### config.mk
export PLATFORM = sky130hd
export DESIGN_NAME = sensor_breakpoint_interpolator_top
export DESIGN_NICKNAME = d
export VERILOG_FILES = /design/src/hw/rtl/sbi_pkg.sv /design/src/hw/rtl/sensor_breakpoint_interpolator_top.sv /design/src/hw/rtl/sbi_front.sv /design/src/hw/rtl/sbi_queue.sv /design/src/hw/rtl/sbi_back.sv
export SDC_FILE = /design/constraint.sdc
export NUM_CORES = 1
export LEC_CHECK = 0
export BUFFER_PORTS_ARGS = -buffer_cell sky130_fd_sc_hd__buf_4
export CAP_MARGIN = 10
export CORE_ASPECT_RATIO = 0.5
export CORE_UTILIZATION = 30
export DETAILED_ROUTE_END_ITERATION = 7
export GPL_TIMING_DRIVEN = 0
export SKIP_CTS_REPAIR_TIMING = 1
export SYNTH_ARGS = -nofsm -noshare
export SYNTH_HDL_FRONTEND = slang
export SYNTH_HIERARCHICAL = 1
export SYNTH_SLANG_ARGS = --single-unit
### constraint.sdc
create_clock -name clock -period 10.6 [get_ports clock]
set_clock_uncertainty 0.1 [all_clocks]
set_input_delay 1.59 -clock clock [delete_from_list [all_inputs] [get_ports clock]]
set_output_delay 1.59 -clock clock [all_outputs]
set_load 0.01 [all_outputs]
### src/hw/rtl/sbi_pkg.sv
// Shared types, breakpoint ROM and segment constants of the sensor breakpoint interpolator.
// Used by every module of the block; depends on nothing.
package sbi_pkg;

   localparam int SAMPLE_BITS  = 12;
   localparam int LEVEL_BITS   = 8;
   localparam int TABLE_POINTS = 14;
   localparam int NUM_SEGS     = TABLE_POINTS - 1;
   localparam int SEG_W        = $clog2(NUM_SEGS);
   localparam int LIMIT_BITS   = 12;

   // Product of a level step and a sample offset.
   localparam int PROD_W       = LEVEL_BITS + SAMPLE_BITS;
   // Reciprocal scaling: exact floor division for products below 2**PROD_W
   // as long as every span stays below 2**(RECIP_SHIFT - PROD_W).
   localparam int RECIP_SHIFT  = 32;
   localparam int RECIP_W      = 27;
   localparam int SCALED_W     = PROD_W + RECIP_W;

   localparam int QUEUE_DEPTH  = 2;

   localparam logic [LIMIT_BITS-1:0] HIGH_LIMIT_RESET = 12'd3300;
   localparam logic [LIMIT_BITS-1:0] LOW_LIMIT_RESET  = 12'd1000;
   localparam logic [LEVEL_BITS-1:0] LEVEL_FULL       = 8'd255;
   localparam logic [LEVEL_BITS-1:0] LEVEL_EMPTY      = 8'd0;

   typedef enum logic [1:0] {
      FAULT_NONE       = 2'd0,
      FAULT_SHORT_LOW  = 2'd1,
      FAULT_SHORT_HIGH = 2'd2
   } fault_type;

   typedef enum logic [0:0] {
      CSR_FAULT_HIGH_LIMIT = 1'b0,
      CSR_FAULT_LOW_LIMIT  = 1'b1
   } csr_index_type;

   localparam logic [SAMPLE_BITS-1:0] ROM_X [TABLE_POINTS] = '{
      12'd3000, 12'd2690, 12'd2652, 12'd2604, 12'd2507, 12'd2434, 12'd2339,
      12'd2201, 12'd2074, 12'd1888, 12'd1634, 12'd1337, 12'd1182, 12'd1000
   };
   localparam logic [LEVEL_BITS-1:0] ROM_Y [TABLE_POINTS] = '{
      8'd0, 8'd0, 8'd10, 8'd20, 8'd39, 8'd59, 8'd92,
      8'd128, 8'd163, 8'd198, 8'd221, 8'd241, 8'd255, 8'd255
   };

   // One more than floor(2**RECIP_SHIFT / span) for each segment.
   localparam logic [RECIP_W-1:0] SEG_RECIP [NUM_SEGS] = '{
      RECIP_W'((64'd1 << RECIP_SHIFT) / (ROM_X[0]  - ROM_X[1])  + 64'd1),
      RECIP_W'((64'd1 << RECIP_SHIFT) / (ROM_X[1]  - ROM_X[2])  + 64'd1),
      RECIP_W'((64'd1 << RECIP_SHIFT) / (ROM_X[2]  - ROM_X[3])  + 64'd1),
      RECIP_W'((64'd1 << RECIP_SHIFT) / (ROM_X[3]  - ROM_X[4])  + 64'd1),
      RECIP_W'((64'd1 << RECIP_SHIFT) / (ROM_X[4]  - ROM_X[5])  + 64'd1),
      RECIP_W'((64'd1 << RECIP_SHIFT) / (ROM_X[5]  - ROM_X[6])  + 64'd1),
      RECIP_W'((64'd1 << RECIP_SHIFT) / (ROM_X[6]  - ROM_X[7])  + 64'd1),
      RECIP_W'((64'd1 << RECIP_SHIFT) / (ROM_X[7]  - ROM_X[8])  + 64'd1),
      RECIP_W'((64'd1 << RECIP_SHIFT) / (ROM_X[8]  - ROM_X[9])  + 64'd1),
      RECIP_W'((64'd1 << RECIP_SHIFT) / (ROM_X[9]  - ROM_X[10]) + 64'd1),
      RECIP_W'((64'd1 << RECIP_SHIFT) / (ROM_X[10] - ROM_X[11]) + 64'd1),
      RECIP_W'((64'd1 << RECIP_SHIFT) / (ROM_X[11] - ROM_X[12]) + 64'd1),
      RECIP_W'((64'd1 << RECIP_SHIFT) / (ROM_X[12] - ROM_X[13]) + 64'd1)
   };

   // One classified word handed from the front to the back.
   typedef struct packed {
      fault_type              fault;
      logic                   direct;
      logic [LEVEL_BITS-1:0]  level;
      logic [SEG_W-1:0]       seg;
      logic [SAMPLE_BITS-1:0] offset;
   } item_type;

   // Level at the lower-sample end of a segment.
   function automatic logic [LEVEL_BITS-1:0] seg_base(input logic [SEG_W-1:0] seg);
      logic [LEVEL_BITS-1:0] r;
      r = ROM_Y[TABLE_POINTS-1];
      for (int k = 0; k < NUM_SEGS; k++) begin
         if (seg == SEG_W'(k)) begin
            r = ROM_Y[k+1];
         end
      end
      return r;
   endfunction

   // True when the level falls from the base toward the upper end of the segment.
   function automatic logic seg_falling(input logic [SEG_W-1:0] seg);
      logic r;
      r = 1'b1;
      for (int k = 0; k < NUM_SEGS; k++) begin
         if (seg == SEG_W'(k)) begin
            r = (ROM_Y[k+1] >= ROM_Y[k]);
         end
      end
      return r;
   endfunction

   // Magnitude of the level step across a segment.
   function automatic logic [LEVEL_BITS-1:0] seg_delta(input logic [SEG_W-1:0] seg);
      logic [LEVEL_BITS-1:0] r;
      r = '0;
      for (int k = 0; k < NUM_SEGS; k++) begin
         if (seg == SEG_W'(k)) begin
            r = (ROM_Y[k+1] >= ROM_Y[k]) ? (ROM_Y[k+1] - ROM_Y[k]) : (ROM_Y[k] - ROM_Y[k+1]);
         end
      end
      return r;
   endfunction

   function automatic logic [RECIP_W-1:0] seg_recip(input logic [SEG_W-1:0] seg);
      logic [RECIP_W-1:0] r;
      r = '0;
      for (int k = 0; k < NUM_SEGS; k++) begin
         if (seg == SEG_W'(k)) begin
            r = SEG_RECIP[k];
         end
      end
      return r;
   endfunction

endpackage

### src/hw/rtl/sensor_breakpoint_interpolator_top.sv
// A sample taken at one clock edge is written into a queue slot, then passes through three
// pipeline registers (a, b and o stages) before rsp_valid shows its result.
// Throughput: one sample per cycle; the multiply and reciprocal stages are fully pipelined,
// and busy rises only when the front-to-back queue is full, which a free-running back end avoids.
// Reset: limits return to 3300 and 1000, the queue and pipeline empty out; results cannot be held.
// Depends on sbi_pkg, sbi_front, sbi_queue and sbi_back.
module sensor_breakpoint_interpolator_top
   import sbi_pkg::*;
(
   input  logic                   clock,
   input  logic                   reset,
   input  logic                   csr_we,
   input  logic [0:0]             csr_index,
   input  logic [LIMIT_BITS-1:0]  csr_wdata,
   input  logic                   start,
   output logic                   busy,
   input  logic [SAMPLE_BITS-1:0] req_adc_sample,
   output logic                   rsp_valid,
   output logic [LEVEL_BITS-1:0]  rsp_level,
   output logic [1:0]             rsp_fault_code
);

   logic      accept, push, q_valid, q_full;
   item_type  push_item, pop_item;
   fault_type fault;

   assign busy   = q_full;
   assign accept = start && !q_full;

   sbi_front u_front (
      .clock     (clock),
      .reset     (reset),
      .csr_we    (csr_we),
      .csr_index (csr_index),
      .csr_wdata (csr_wdata),
      .accept    (accept),
      .sample    (req_adc_sample),
      .push      (push),
      .item      (push_item)
   );

   sbi_queue u_queue (
      .clock     (clock),
      .reset     (reset),
      .push      (push),
      .push_item (push_item),
      .pop       (q_valid),
      .valid     (q_valid),
      .pop_item  (pop_item),
      .full      (q_full)
   );

   sbi_back u_back (
      .clock     (clock),
      .reset     (reset),
      .in_valid  (q_valid),
      .in_item   (pop_item),
      .out_valid (rsp_valid),
      .out_level (rsp_level),
      .out_fault (fault)
   );

   assign rsp_fault_code = fault;

endmodule

### src/hw/rtl/sbi_front.sv
// Front end: limit registers, fault classification and breakpoint segment search.
// Depends on sbi_pkg.
module sbi_front
   import sbi_pkg::*;
(
   input  logic                   clock,
   input  logic                   reset,
   input  logic                   csr_we,
   input  logic [0:0]             csr_index,
   input  logic [LIMIT_BITS-1:0]  csr_wdata,
   input  logic                   accept,
   input  logic [SAMPLE_BITS-1:0] sample,
   output logic                   push,
   output item_type               item
);

   logic [LIMIT_BITS-1:0] high_limit_ff, high_limit_in;
   logic [LIMIT_BITS-1:0] low_limit_ff, low_limit_in;
   logic [NUM_SEGS-1:0]   hit;

   always_comb begin
      high_limit_in = high_limit_ff;
      low_limit_in  = low_limit_ff;
      if (csr_we) begin
         unique case (csr_index_type'(csr_index))
            CSR_FAULT_HIGH_LIMIT: high_limit_in = csr_wdata;
            CSR_FAULT_LOW_LIMIT:  low_limit_in  = csr_wdata;
         endcase
      end
   end

   always_ff @(posedge clock) begin
      if (reset) begin
         high_limit_ff <= HIGH_LIMIT_RESET;
         low_limit_ff  <= LOW_LIMIT_RESET;
      end else begin
         high_limit_ff <= high_limit_in;
         low_limit_ff  <= low_limit_in;
      end
   end

   always_comb begin
      for (int k = 0; k < NUM_SEGS; k++) begin
         hit[k] = (sample <= ROM_X[k]) && (sample > ROM_X[k+1]);
      end
   end

   // The segment's upper breakpoint gives an offset equal to the span, which
   // makes an exact hit come out as the stored level without a special case.
   always_comb begin
      item.fault  = FAULT_NONE;
      item.direct = 1'b0;
      item.level  = ROM_Y[TABLE_POINTS-1];
      item.seg    = '0;
      item.offset = '0;
      for (int k = NUM_SEGS - 1; k >= 0; k--) begin
         if (hit[k]) begin
            item.seg    = SEG_W'(k);
            item.offset = sample - ROM_X[k+1];
         end
      end
      priority if (sample > high_limit_ff) begin
         item.fault  = FAULT_SHORT_HIGH;
         item.direct = 1'b1;
         item.level  = LEVEL_FULL;
      end else if (sample < low_limit_ff) begin
         item.fault  = FAULT_SHORT_LOW;
         item.direct = 1'b1;
         item.level  = LEVEL_EMPTY;
      end else if (sample >= ROM_X[0]) begin
         item.direct = 1'b1;
         item.level  = ROM_Y[0];
      end else if (!(|hit)) begin
         item.direct = 1'b1;
      end else begin
         item.direct = 1'b0;
      end
   end

   assign push = accept;

endmodule

### src/hw/rtl/sbi_queue.sv
// Short FIFO of classified words between the front end and the interpolation pipeline.
// Depends on sbi_pkg.
module sbi_queue
   import sbi_pkg::*;
(
   input  logic     clock,
   input  logic     reset,
   input  logic     push,
   input  item_type push_item,
   input  logic     pop,
   output logic     valid,
   output item_type pop_item,
   output logic     full
);

   localparam int PTR_W = (QUEUE_DEPTH > 1) ? $clog2(QUEUE_DEPTH) : 1;
   localparam int CNT_W = $clog2(QUEUE_DEPTH + 1);

   item_type         entry_ff [QUEUE_DEPTH];
   logic [PTR_W-1:0] wr_ptr_ff, wr_ptr_in;
   logic [PTR_W-1:0] rd_ptr_ff, rd_ptr_in;
   logic [CNT_W-1:0] count_ff, count_in;
   logic             do_push, do_pop;

   assign valid    = (count_ff != '0);
   assign full     = (count_ff == CNT_W'(QUEUE_DEPTH));
   assign do_push  = push && !full;
   assign do_pop   = pop && valid;
   assign pop_item = entry_ff[rd_ptr_ff];

   always_comb begin
      wr_ptr_in = wr_ptr_ff;
      rd_ptr_in = rd_ptr_ff;
      count_in  = count_ff;
      if (do_push) begin
         wr_ptr_in = (wr_ptr_ff == PTR_W'(QUEUE_DEPTH - 1)) ? '0 : wr_ptr_ff + PTR_W'(1);
      end
      if (do_pop) begin
         rd_ptr_in = (rd_ptr_ff == PTR_W'(QUEUE_DEPTH - 1)) ? '0 : rd_ptr_ff + PTR_W'(1);
      end
      if (do_push && !do_pop) begin
         count_in = count_ff + CNT_W'(1);
      end else if (do_pop && !do_push) begin
         count_in = count_ff - CNT_W'(1);
      end
   end

   always_ff @(posedge clock) begin
      if (reset) begin
         wr_ptr_ff <= '0;
         rd_ptr_ff <= '0;
         count_ff  <= '0;
      end else begin
         wr_ptr_ff <= wr_ptr_in;
         rd_ptr_ff <= rd_ptr_in;
         count_ff  <= count_in;
      end
   end

   always_ff @(posedge clock) begin
      if (do_push) begin
         entry_ff[wr_ptr_ff] <= push_item;
      end
   end

endmodule

### src/hw/rtl/sbi_back.sv
// Interpolation pipeline: step times offset, reciprocal scaling, then the final level.
// Depends on sbi_pkg.
module sbi_back
   import sbi_pkg::*;
(
   input  logic                  clock,
   input  logic                  reset,
   input  logic                  in_valid,
   input  item_type              in_item,
   output logic                  out_valid,
   output logic [LEVEL_BITS-1:0] out_level,
   output fault_type             out_fault
);

   typedef struct packed {
      fault_type             fault;
      logic                  direct;
      logic [LEVEL_BITS-1:0] level;
      logic [SEG_W-1:0]      seg;
   } tag_type;

   logic                  a_valid_ff, b_valid_ff, o_valid_ff;
   tag_type               a_tag_ff, a_tag_in, b_tag_ff;
   logic [PROD_W-1:0]     a_prod_ff, a_prod_in;
   logic [SCALED_W-1:0]   scaled;
   logic [LEVEL_BITS-1:0] b_quot_ff, b_quot_in;
   logic [LEVEL_BITS-1:0] o_level_ff, o_level_in;
   fault_type             o_fault_ff;

   always_comb begin
      a_tag_in.fault  = in_item.fault;
      a_tag_in.direct = in_item.direct;
      a_tag_in.level  = in_item.level;
      a_tag_in.seg    = in_item.seg;
      a_prod_in = PROD_W'(seg_delta(in_item.seg)) * PROD_W'(in_item.offset);
   end

   // Multiplying by the rounded-up reciprocal gives the exact floor quotient.
   assign scaled    = SCALED_W'(a_prod_ff) * SCALED_W'(seg_recip(a_tag_ff.seg));
   assign b_quot_in = scaled[RECIP_SHIFT +: LEVEL_BITS];

   always_comb begin
      if (b_tag_ff.direct) begin
         o_level_in = b_tag_ff.level;
      end else if (seg_falling(b_tag_ff.seg)) begin
         o_level_in = seg_base(b_tag_ff.seg) - b_quot_ff;
      end else begin
         o_level_in = seg_base(b_tag_ff.seg) + b_quot_ff;
      end
   end

   always_ff @(posedge clock) begin
      if (reset) begin
         a_valid_ff <= 1'b0;
         b_valid_ff <= 1'b0;
         o_valid_ff <= 1'b0;
      end else begin
         a_valid_ff <= in_valid;
         b_valid_ff <= a_valid_ff;
         o_valid_ff <= b_valid_ff;
      end
   end

   always_ff @(posedge clock) begin
      a_tag_ff   <= a_tag_in;
      a_prod_ff  <= a_prod_in;
      b_tag_ff   <= a_tag_ff;
      b_quot_ff  <= b_quot_in;
      o_level_ff <= o_level_in;
      o_fault_ff <= b_tag_ff.fault;
   end

   assign out_valid = o_valid_ff;
   assign out_level = o_level_ff;
   assign out_fault = o_fault_ff;

endmodule
==> impl_summary.txt, run 1 <==
----------------------------------------------------
[GRT]
  Global-route wire length before repair ... 129000 um
  Overflow left after global routing ... 0
  Vias in the first global route ... 22034
  Global-route usage over all layers ... 0.186
  Initial antenna violation count ... 2
  Pin count of the biggest net entering global routing ... 28

[Clock tree]
  Clock root cell ... clkbuf_16
  Max H-tree Level ... 4
  TritonCTS clock tree ... done
  Clock Tree Buf Depth ... 2
  CTS clk-pin slew, worst paths ... 70 ps
  Clock sink count ... 153
  Number of clock buffers inserted by TritonCTS ... 17
  Clock insertion delay at the later pin of the skew report ... 450 ps

[Layout]
  Most frequent cells in the layout ... inv_1, fa_1, nand2_1
  Layout overhead on the synthesized area ... 9.12%
  Most frequent standard cell in the layout excluding fill and tap cells ... inv_1
  Fraction of final layout cells sized beyond drive strength 1 ... 0.0634
  Post-layout net count ... 3784

[Yosys]
  Async set or reset register ratio after synthesis ... 0
  Main synth FF type ... dfxtp_1
  Count of yosys warnings during synthesis ... 6
  Post-synth net total ... 3722
  Number of flip-flops and latches in the synthesized netlist ... 153
  Syn avg cell area ... 8.89 um2
  Cell type with the highest aggregate area in the netlist ... fa_1
  Instance count of the mapped netlist ... 3017
  Post-synthesis instance area ... 0.0268 mm2
  Count of unique library cells instantiated by Yosys ... 113
  Fraction of the yosys area taken by sequential cells ... 0.134
  Dominant cells by area after synthesis ... fa_1, ha_1, inv_1, dfxtp_1, edfxtp_1
  EDFF count, synth ... 54
  Fraction of post-synthesis cell area in the top cell type by area ... 0.334

[STA]
  Unrepaired setup endpoints after global routing ... false
  Setup-violating endpoint count in the final report ... 0
  Relative slew margins ... 0.0733
  Number of hold violations in the final report ... 0
  Number of pins with negative max-slew slack in the final report ... 0
  Fmax ... 100 MHz
  Slew at the pin closest to its max-slew limit ... 1390 ps
  Min cycle time layout ... 9970 ps
  Setup TNS ... 0 ps
  Share of the cycle needed by the critical path after routing ... 0.941

[Floorplan]
  Count of standard-cell rows ... 77
  I/O pins ... 41
  Die X-Extent ... 425 um
  Effective utilization at floorplan ... 0.303
  Die area ... 0.0907 mm2
  Die span in y ... 213 um
  Core Region ... 0.0884 mm2

[Detailed routing]
  Detailed Route WL ... 82600 um
  Post-route DRC ... 0
  Routed wirelength normalized by instance count ... 19.3 um
  Via density per instance ... 4.90
  Detailed router's first-iteration violation count ... 1549
  Post-route ant nets ... 0
  Detailed-router iteration count before antenna repair ... 5
  Via total after detailed routing ... 20971

[Placement]
  GPL Wtd Cong ... 0.999
  Dpl hpwl ... 67800 um
  IO Port Bufs ... 40

[Outcome]
  Result of the run ... complete, no violations

[Worst setup path]
  Crit Reg-Reg Endpoint ... u_back/b_quot_ff[7]
  Worst Reg-to-Reg Cells ... 30
  Startpoint type of the worst setup path ... flip-flop
  Worst Setup Path Type ... reg -> reg
  Setup slack on the worst flop-to-flop path ... 630 ps
  Critical Path RT ... 10820 ps
  Critical path startpoint ... u_back/a_tag_ff[3]
  Critical-path maximum fanout ... 10
  Worst path arrival time ... 10190 ps
  Kind of end point of the critical path ... flip-flop
  Source of the worst register-to-register timing path ... u_back/a_tag_ff[3]
  CP peak stage delay ... 920 ps
  CP max stage cell ... nor2_1

[Min path]
  Endpoint of the worst hold-timing path ... u_back/b_tag_ff[7]
  Number of cells on the worst hold path ... 0
  Worst hold path type ... reg -> reg
  Critical hold path startpoint ... u_back/a_tag_ff[7]

[Run]
  Total of max-cap violations ... 0

----------------------------------------------------
cells in the mapped netlist, types with 26 or more instances:
cell type / instances
dfxtp_1: 99
and3_1: 32
nor2_1: 69
nand3_1: 28
edfxtp_1: 54
and2_1: 256
a21o_1: 29
clkbuf_1: 99
nor2b_1: 26
xnor2_1: 39
mux2_2: 29
fa_1: 448
ha_1: 228
o21ai_0: 60
nor3_1: 31
a21oi_1: 103
nand2_1: 370
inv_1: 643
how the worst max path moves through the flow:
| stage | endpoint | slack [ps] | cells after the start |
|---|---|---|---|
| after floorplan | u_back/b_quot_ff[3] | 2970 | 30 |
| after global placement | u_back/b_quot_ff[7] | 240 | 28 |
| after detailed placement | u_back/b_quot_ff[7] | 670 | 30 |
| after CTS | u_back/b_quot_ff[7] | 630 | 30 |
| after global routing | u_back/b_quot_ff[7] | 130 | 30 |
| final | u_back/b_quot_ff[7] | 630 | 30 |
routing by layer:
| layer | up-vias | wire length (um) | global-route usage |
|---|---|---|---|
| met2 | 816 | 38100 | 0.310 |
| met5 | - | 13 | 0 |
| li1 | 9578 | - | - |
| met1 | 10408 | 34500 | 0.239 |
| met4 | 2 | 3360 | 0.0754 |
| met3 | 167 | 6680 | 0.0355 |
cell type report:
class,count,area [um2]
repair buffers,43,343
clock buffers,17,425
flip-flops and latches,153,3600
clock inverters,15,186
inverters,647,2430
fillers,9304,59200
plain buffers,143,636
multi-input cells,2074,20200
diodes,1,2.50
well taps,1185,1480
cell families (layout without fill, tap and decap cells):
kind of cell,count (synthesis),in the layout,share of synthesized area
and+or+nand+nor,907,907,0.172
buffers and inverters,790,865,0.114
adders and majority gates,676,676,0.441
AOI/OAI and AO/OA,402,402,0.106
DFF,153,153,0.134
xor gates and xnor gates,58,58,0.0201
muxes,30,30,0.0126
other,1,2,0.000140
registers in the layout, summed over array words and instances, names as in the netlist, named ones only:
signal	cells
u_queue/wr_ptr_ff	1
u_back/b_valid_ff	1
u_back/b_quot_ff	8
u_queue/rd_ptr_ff	1
u_back/a_tag_ff	15
u_front/low_limit_ff	12
u_back/a_valid_ff	1
u_queue/entry_ff	54
u_back/out_valid	1
u_back/out_fault	2
u_back/b_tag_ff	15
u_front/high_limit_ff	12
u_queue/count_ff	2
u_back/a_prod_ff	19
u_back/out_level	8
per-stage QoR:
step / setup WS (ps) / cell area, um2 / utilization / std cells / hold slack [ps]
after floorplan: 2970 / 26800 / - / 3017 / 210
after global placement: 236 / 28600 / 0.323 / 4242 / 210
after detailed placement: 668 / 28600 / 0.324 / 4245 / 212
after CTS: 626 / 29300 / 0.331 / 4277 / 232
after global routing: 130 / 29300 / 0.331 / 4277 / 241
final: 630 / 29300 / 0.331 / 4278 / 229
worst max-delay path, delay by kind of cell (launching register included):
kind,cells,cell delay (ps)
buf+inv,11,1670
compound gates,5,1730
fa+ha+maj,8,4040
flops,1,500
simple gates,5,1650
xor+xnor,1,110
Power of run 1 is left out: the tool's default activity adds up to more than one toggle a clock period on the data nets, which glitch-free logic cannot reach.
==> run 2: changes to the inputs <==
--- a/config.mk
+++ b/config.mk
@@ -14,5 +14,4 @@
 export SKIP_CTS_REPAIR_TIMING = 1
 export SYNTH_ARGS = -nofsm -noshare
 export SYNTH_HDL_FRONTEND = slang
-export SYNTH_HIERARCHICAL = 1
 export SYNTH_SLANG_ARGS = --single-unit
==> constraint.sdc (replaced) <==
create_clock -name clock -period 10.6 [get_ports clock]
set_clock_uncertainty 0.1 [all_clocks]
set_input_delay 1.06 -clock clock [delete_from_list [all_inputs] [get_ports clock]]
set_output_delay 1.06 -clock clock [all_outputs]
set_load 0.01 [all_outputs]
==> impl_summary.txt, run 2 <==
----------------------------------------------------
[GRT]
  Global-route wire length before repair ... 126000 um (-2.9%)
  Initial antenna violation count ... 3 (+1)
  Vias in the first global route ... 21281 (-3.4%)
  Pin count of the biggest net entering global routing ... 21 (-25%)
  Overflow left after global routing ... 0 (unchanged)
  Global-route usage over all layers ... 0.190 (+0.00358)

[Worst setup path]
  Worst path arrival time ... 10230 ps (+40 ps)
  Setup slack on the worst flop-to-flop path ... 610 ps (-20 ps)
  Worst Reg-to-Reg Cells ... 26 (-13%)
  Kind of end point of the critical path ... flip-flop
  Startpoint type of the worst setup path ... flip-flop
  Crit Reg-Reg Endpoint ... u_back.b_quot_ff[7]
  Worst Setup Path Type ... reg -> reg
  Critical-path maximum fanout ... 10 (unchanged)
  Critical Path RT ... 10840 ps (+20 ps)
  Source of the worst register-to-register timing path ... u_back.a_tag_ff[2]

[Min path]
  Worst hold path type ... reg -> reg
  Critical hold path startpoint ... u_back.a_tag_ff[10]
  Number of cells on the worst hold path ... 0 (unchanged)
  Endpoint of the worst hold-timing path ... u_back.b_tag_ff[10]

[Clock tree]
  Max H-tree Level ... 4 (unchanged)
  CTS clk-pin slew, worst paths ... 60 ps (about the same)
  Clock root cell ... clkbuf_16
  Clock sink count ... 125 (-18%)
  Number of clock buffers inserted by TritonCTS ... 17 (unchanged)
  TritonCTS clock tree ... done
  Clock insertion delay at the later pin of the skew report ... 420 ps (-30 ps)
  Clock Tree Buf Depth ... 2 (unchanged)

[Layout]
  Most frequent cells in the layout ... inv_1, fa_1, nand2_1
  Non-filler instance count after layout ... 4129 (-3.5%)
  Most frequent standard cell in the layout excluding fill and tap cells ... inv_1
  Largest reg by FF count ... u_queue.entry_ff
  Count of antenna diodes in the layout ... 0 (-1)
  Number of flip-flops in the largest register ... 40 (-26%)
  Area of combinational cells with multiple inputs ... 0.0197 mm2 (-2.1%)
  Post-layout net count ... 3702 (-2.2%)
  Layout overhead on the synthesized area ... 9.35%
  Top flop regs ... u_queue.entry_ff x40, u_back.a_prod_ff x19
  Fill cells ... 8766 (-5.8%)
  Footprint of the flip-flops and latches ... 0.00290 mm2 (-19%)
  Fraction of final layout cells sized beyond drive strength 1 ... 0.0558 (-0.00763)

[Detailed routing]
  Detailed router's first-iteration violation count ... 1591 (+2.7%)
  Detailed Route WL ... 81100 um (-1.9%)
  Detailed-router iteration count before antenna repair ... 5 (unchanged)
  Via total after detailed routing ... 20429 (-2.6%)
  Routed wirelength normalized by instance count ... 19.6 um (+1.7%)
  Via density per instance ... 4.95 (+0.93%)
  Post-route DRC ... 0 (unchanged)
  Post-route ant nets ... 0 (unchanged)

[Floorplan]
  Core Region ... 0.0840 mm2 (-5.0%)
  I/O pins ... 41 (unchanged)
  Count of standard-cell rows ... 75 (-2.6%)
  Die span in y ... 208 um (-2.4%)
  Die X-Extent ... 414 um (-2.4%)
  Die area ... 0.0863 mm2 (-4.8%)
  Effective utilization at floorplan ... 0.304 (+0.000652)

[Placement]
  Dpl hpwl ... 66500 um (-1.9%)
  Number of placed instances, taps included ... 4097 (-3.5%)
  GPL Wtd Cong ... 0.988 (-1.2%)
  Worst slack, placed ... 606 ps (-61.8 ps)
  IO Port Bufs ... 40 (unchanged)

[STA]
  Setup TNS ... 0 ps (unchanged)
  Min cycle time layout ... 9990 ps (+22.0 ps)
  Slew at the pin closest to its max-slew limit ... 1330 ps (-61.0 ps)
  Fmax ... 100 MHz (-0.22%)
  Setup-violating endpoint count in the final report ... 0 (unchanged)
  Share of the cycle needed by the critical path after routing ... 0.943 (+0.00208)
  Post-route worst hold slack ... 226 ps (-3.11 ps)
  Number of hold violations in the final report ... 0 (unchanged)
  Relative slew margins ... 0.114 (+0.0407)
  Number of pins with negative max-slew slack in the final report ... 0 (unchanged)
  Min setup slack post-route ... 608 ps (-22.0 ps)
  Unrepaired setup endpoints after global routing ... false

[Yosys]
  Multiplexer share of the synthesized area ... 0.00961 (-0.00294)
  Instance count of the mapped netlist ... 2935 (-2.7%)
  Fraction of the yosys area taken by sequential cells ... 0.114 (-0.0206)
  Synth Area in Simple Gates ... 0.176 (+0.00465)
  Count of yosys warnings during synthesis ... 0 (-6)
  EDFF count, synth ... 40 (-26%)
  Synth Area in Compound Gates ... 0.103 (-0.00329)
  Post-synthesis instance area ... 0.0255 mm2 (-4.8%)
  Adder and majority cell fraction of the synthesized area ... 0.462 (+0.0209)
  Dominant combinational cell family by area after synthesis ... adder cells
  Xor/xnor cell area share of the yosys netlist ... 0.0215 (+0.00141)
  Number of flip-flops and latches in the synthesized netlist ... 125 (-18%)
  Async set or reset register ratio after synthesis ... 0 (unchanged)
  Main synth FF type ... dfxtp_1
  Cell type with the highest aggregate area in the netlist ... fa_1
  Dominant cells by area after synthesis ... fa_1, ha_1, inv_1, dfxtp_1, and2_1
  Count of unique library cells instantiated by Yosys ... 109 (-3.5%)
  Syn avg cell area ... 8.70 um2 (-2.2%)
  Top-count cell post-synth ... inv_1
  Fraction of post-synthesis cell area in the top cell type by area ... 0.351 (+0.0170)
  Most used standard cells in the synthesized netlist ... inv_1, fa_1, nand2_1

[Outcome]
  Result of the run ... complete, no violations

[Run]
  Total of max-cap violations ... 0 (unchanged)

----------------------------------------------------
==> run 2: metrics by stage <==
stage	area (um2)	utilization
after floorplan	25500	-
after global placement	27200	0.324
after detailed placement	27300	0.325
after CTS	27900	0.332
after global routing	27900	0.332
final	27900	0.332
==> run 2: kinds of logic (layout without fill, tap and decap cells) <==
| family | after synthesis | in the layout |
|---|---|---|
| AOI/OAI and AO/OA | 377 | 377 |
| xor gates and xnor gates | 61 | 61 |
| adders and majority gates | 673 | 673 |
| buffers and inverters | 755 | 832 |
| DFF | 125 | 125 |
| muxes | 24 | 24 |
| other | 1 | 2 |
| and+or+nand+nor | 919 | 919 |
==> run 2: layout make-up <==
cell class / count / area share
flip-flops and latches: 125 / 0.104
clock inverters: 12 / 0.00439
clock buffers: 20 / 0.0172
plain buffers: 127 / 0.0199
inverters: 628 / 0.0845
repair buffers: 45 / 0.0128
multi-input cells: 2056 / 0.707
well taps: 1116 / 0.0500
==> run 2: how the worst max path moves through the flow <==
stage / startpoint / to / slack, ps
floorplan: u_back.a_tag_ff[1] / u_back.b_quot_ff[7] / 2740
global placement: u_back.a_tag_ff[1] / u_back.b_quot_ff[7] / 350
detailed placement: u_back.a_tag_ff[2] / u_back.b_quot_ff[7] / 610
CTS: u_back.a_tag_ff[2] / u_back.b_quot_ff[7] / 580
global route: u_back.a_tag_ff[2] / u_back.b_quot_ff[7] / 120
finish: u_back.a_tag_ff[2] / u_back.b_quot_ff[7] / 610
==> run 2: per-layer routing <==
layer / up-vias / part of all wire / track usage
met5: - / 0 / 0
met4: 0 / 0.038 / 0.0700
met3: 165 / 0.072 / 0.0275
met2: 781 / 0.46 / 0.318
met1: 10222 / 0.43 / 0.249
li1: 9261 / - / -
==> run 2: critical path, cell delays in order (launching register included) <==
cell and delay [ps]:
dfxtp_1 450, buf_2 270, buf_1 370, buf_1 440
a21oi_1 140, a21oi_1 880, clkbuf_1 780, nand2_1 180
fa_1 570, fa_1 510, fa_1 560, inv_1 60
fa_1 460, fa_1 490, fa_1 490, inv_1 50
fa_1 480, inv_1 40, ha_1 300, a21o_1 190
a31o_1 260, o31ai_1 290, a21oi_1 280, or3_1 400
o211a_1 270, a311o_1 370, xnor2_1 190
Power of run 2 is left out for the same reason.
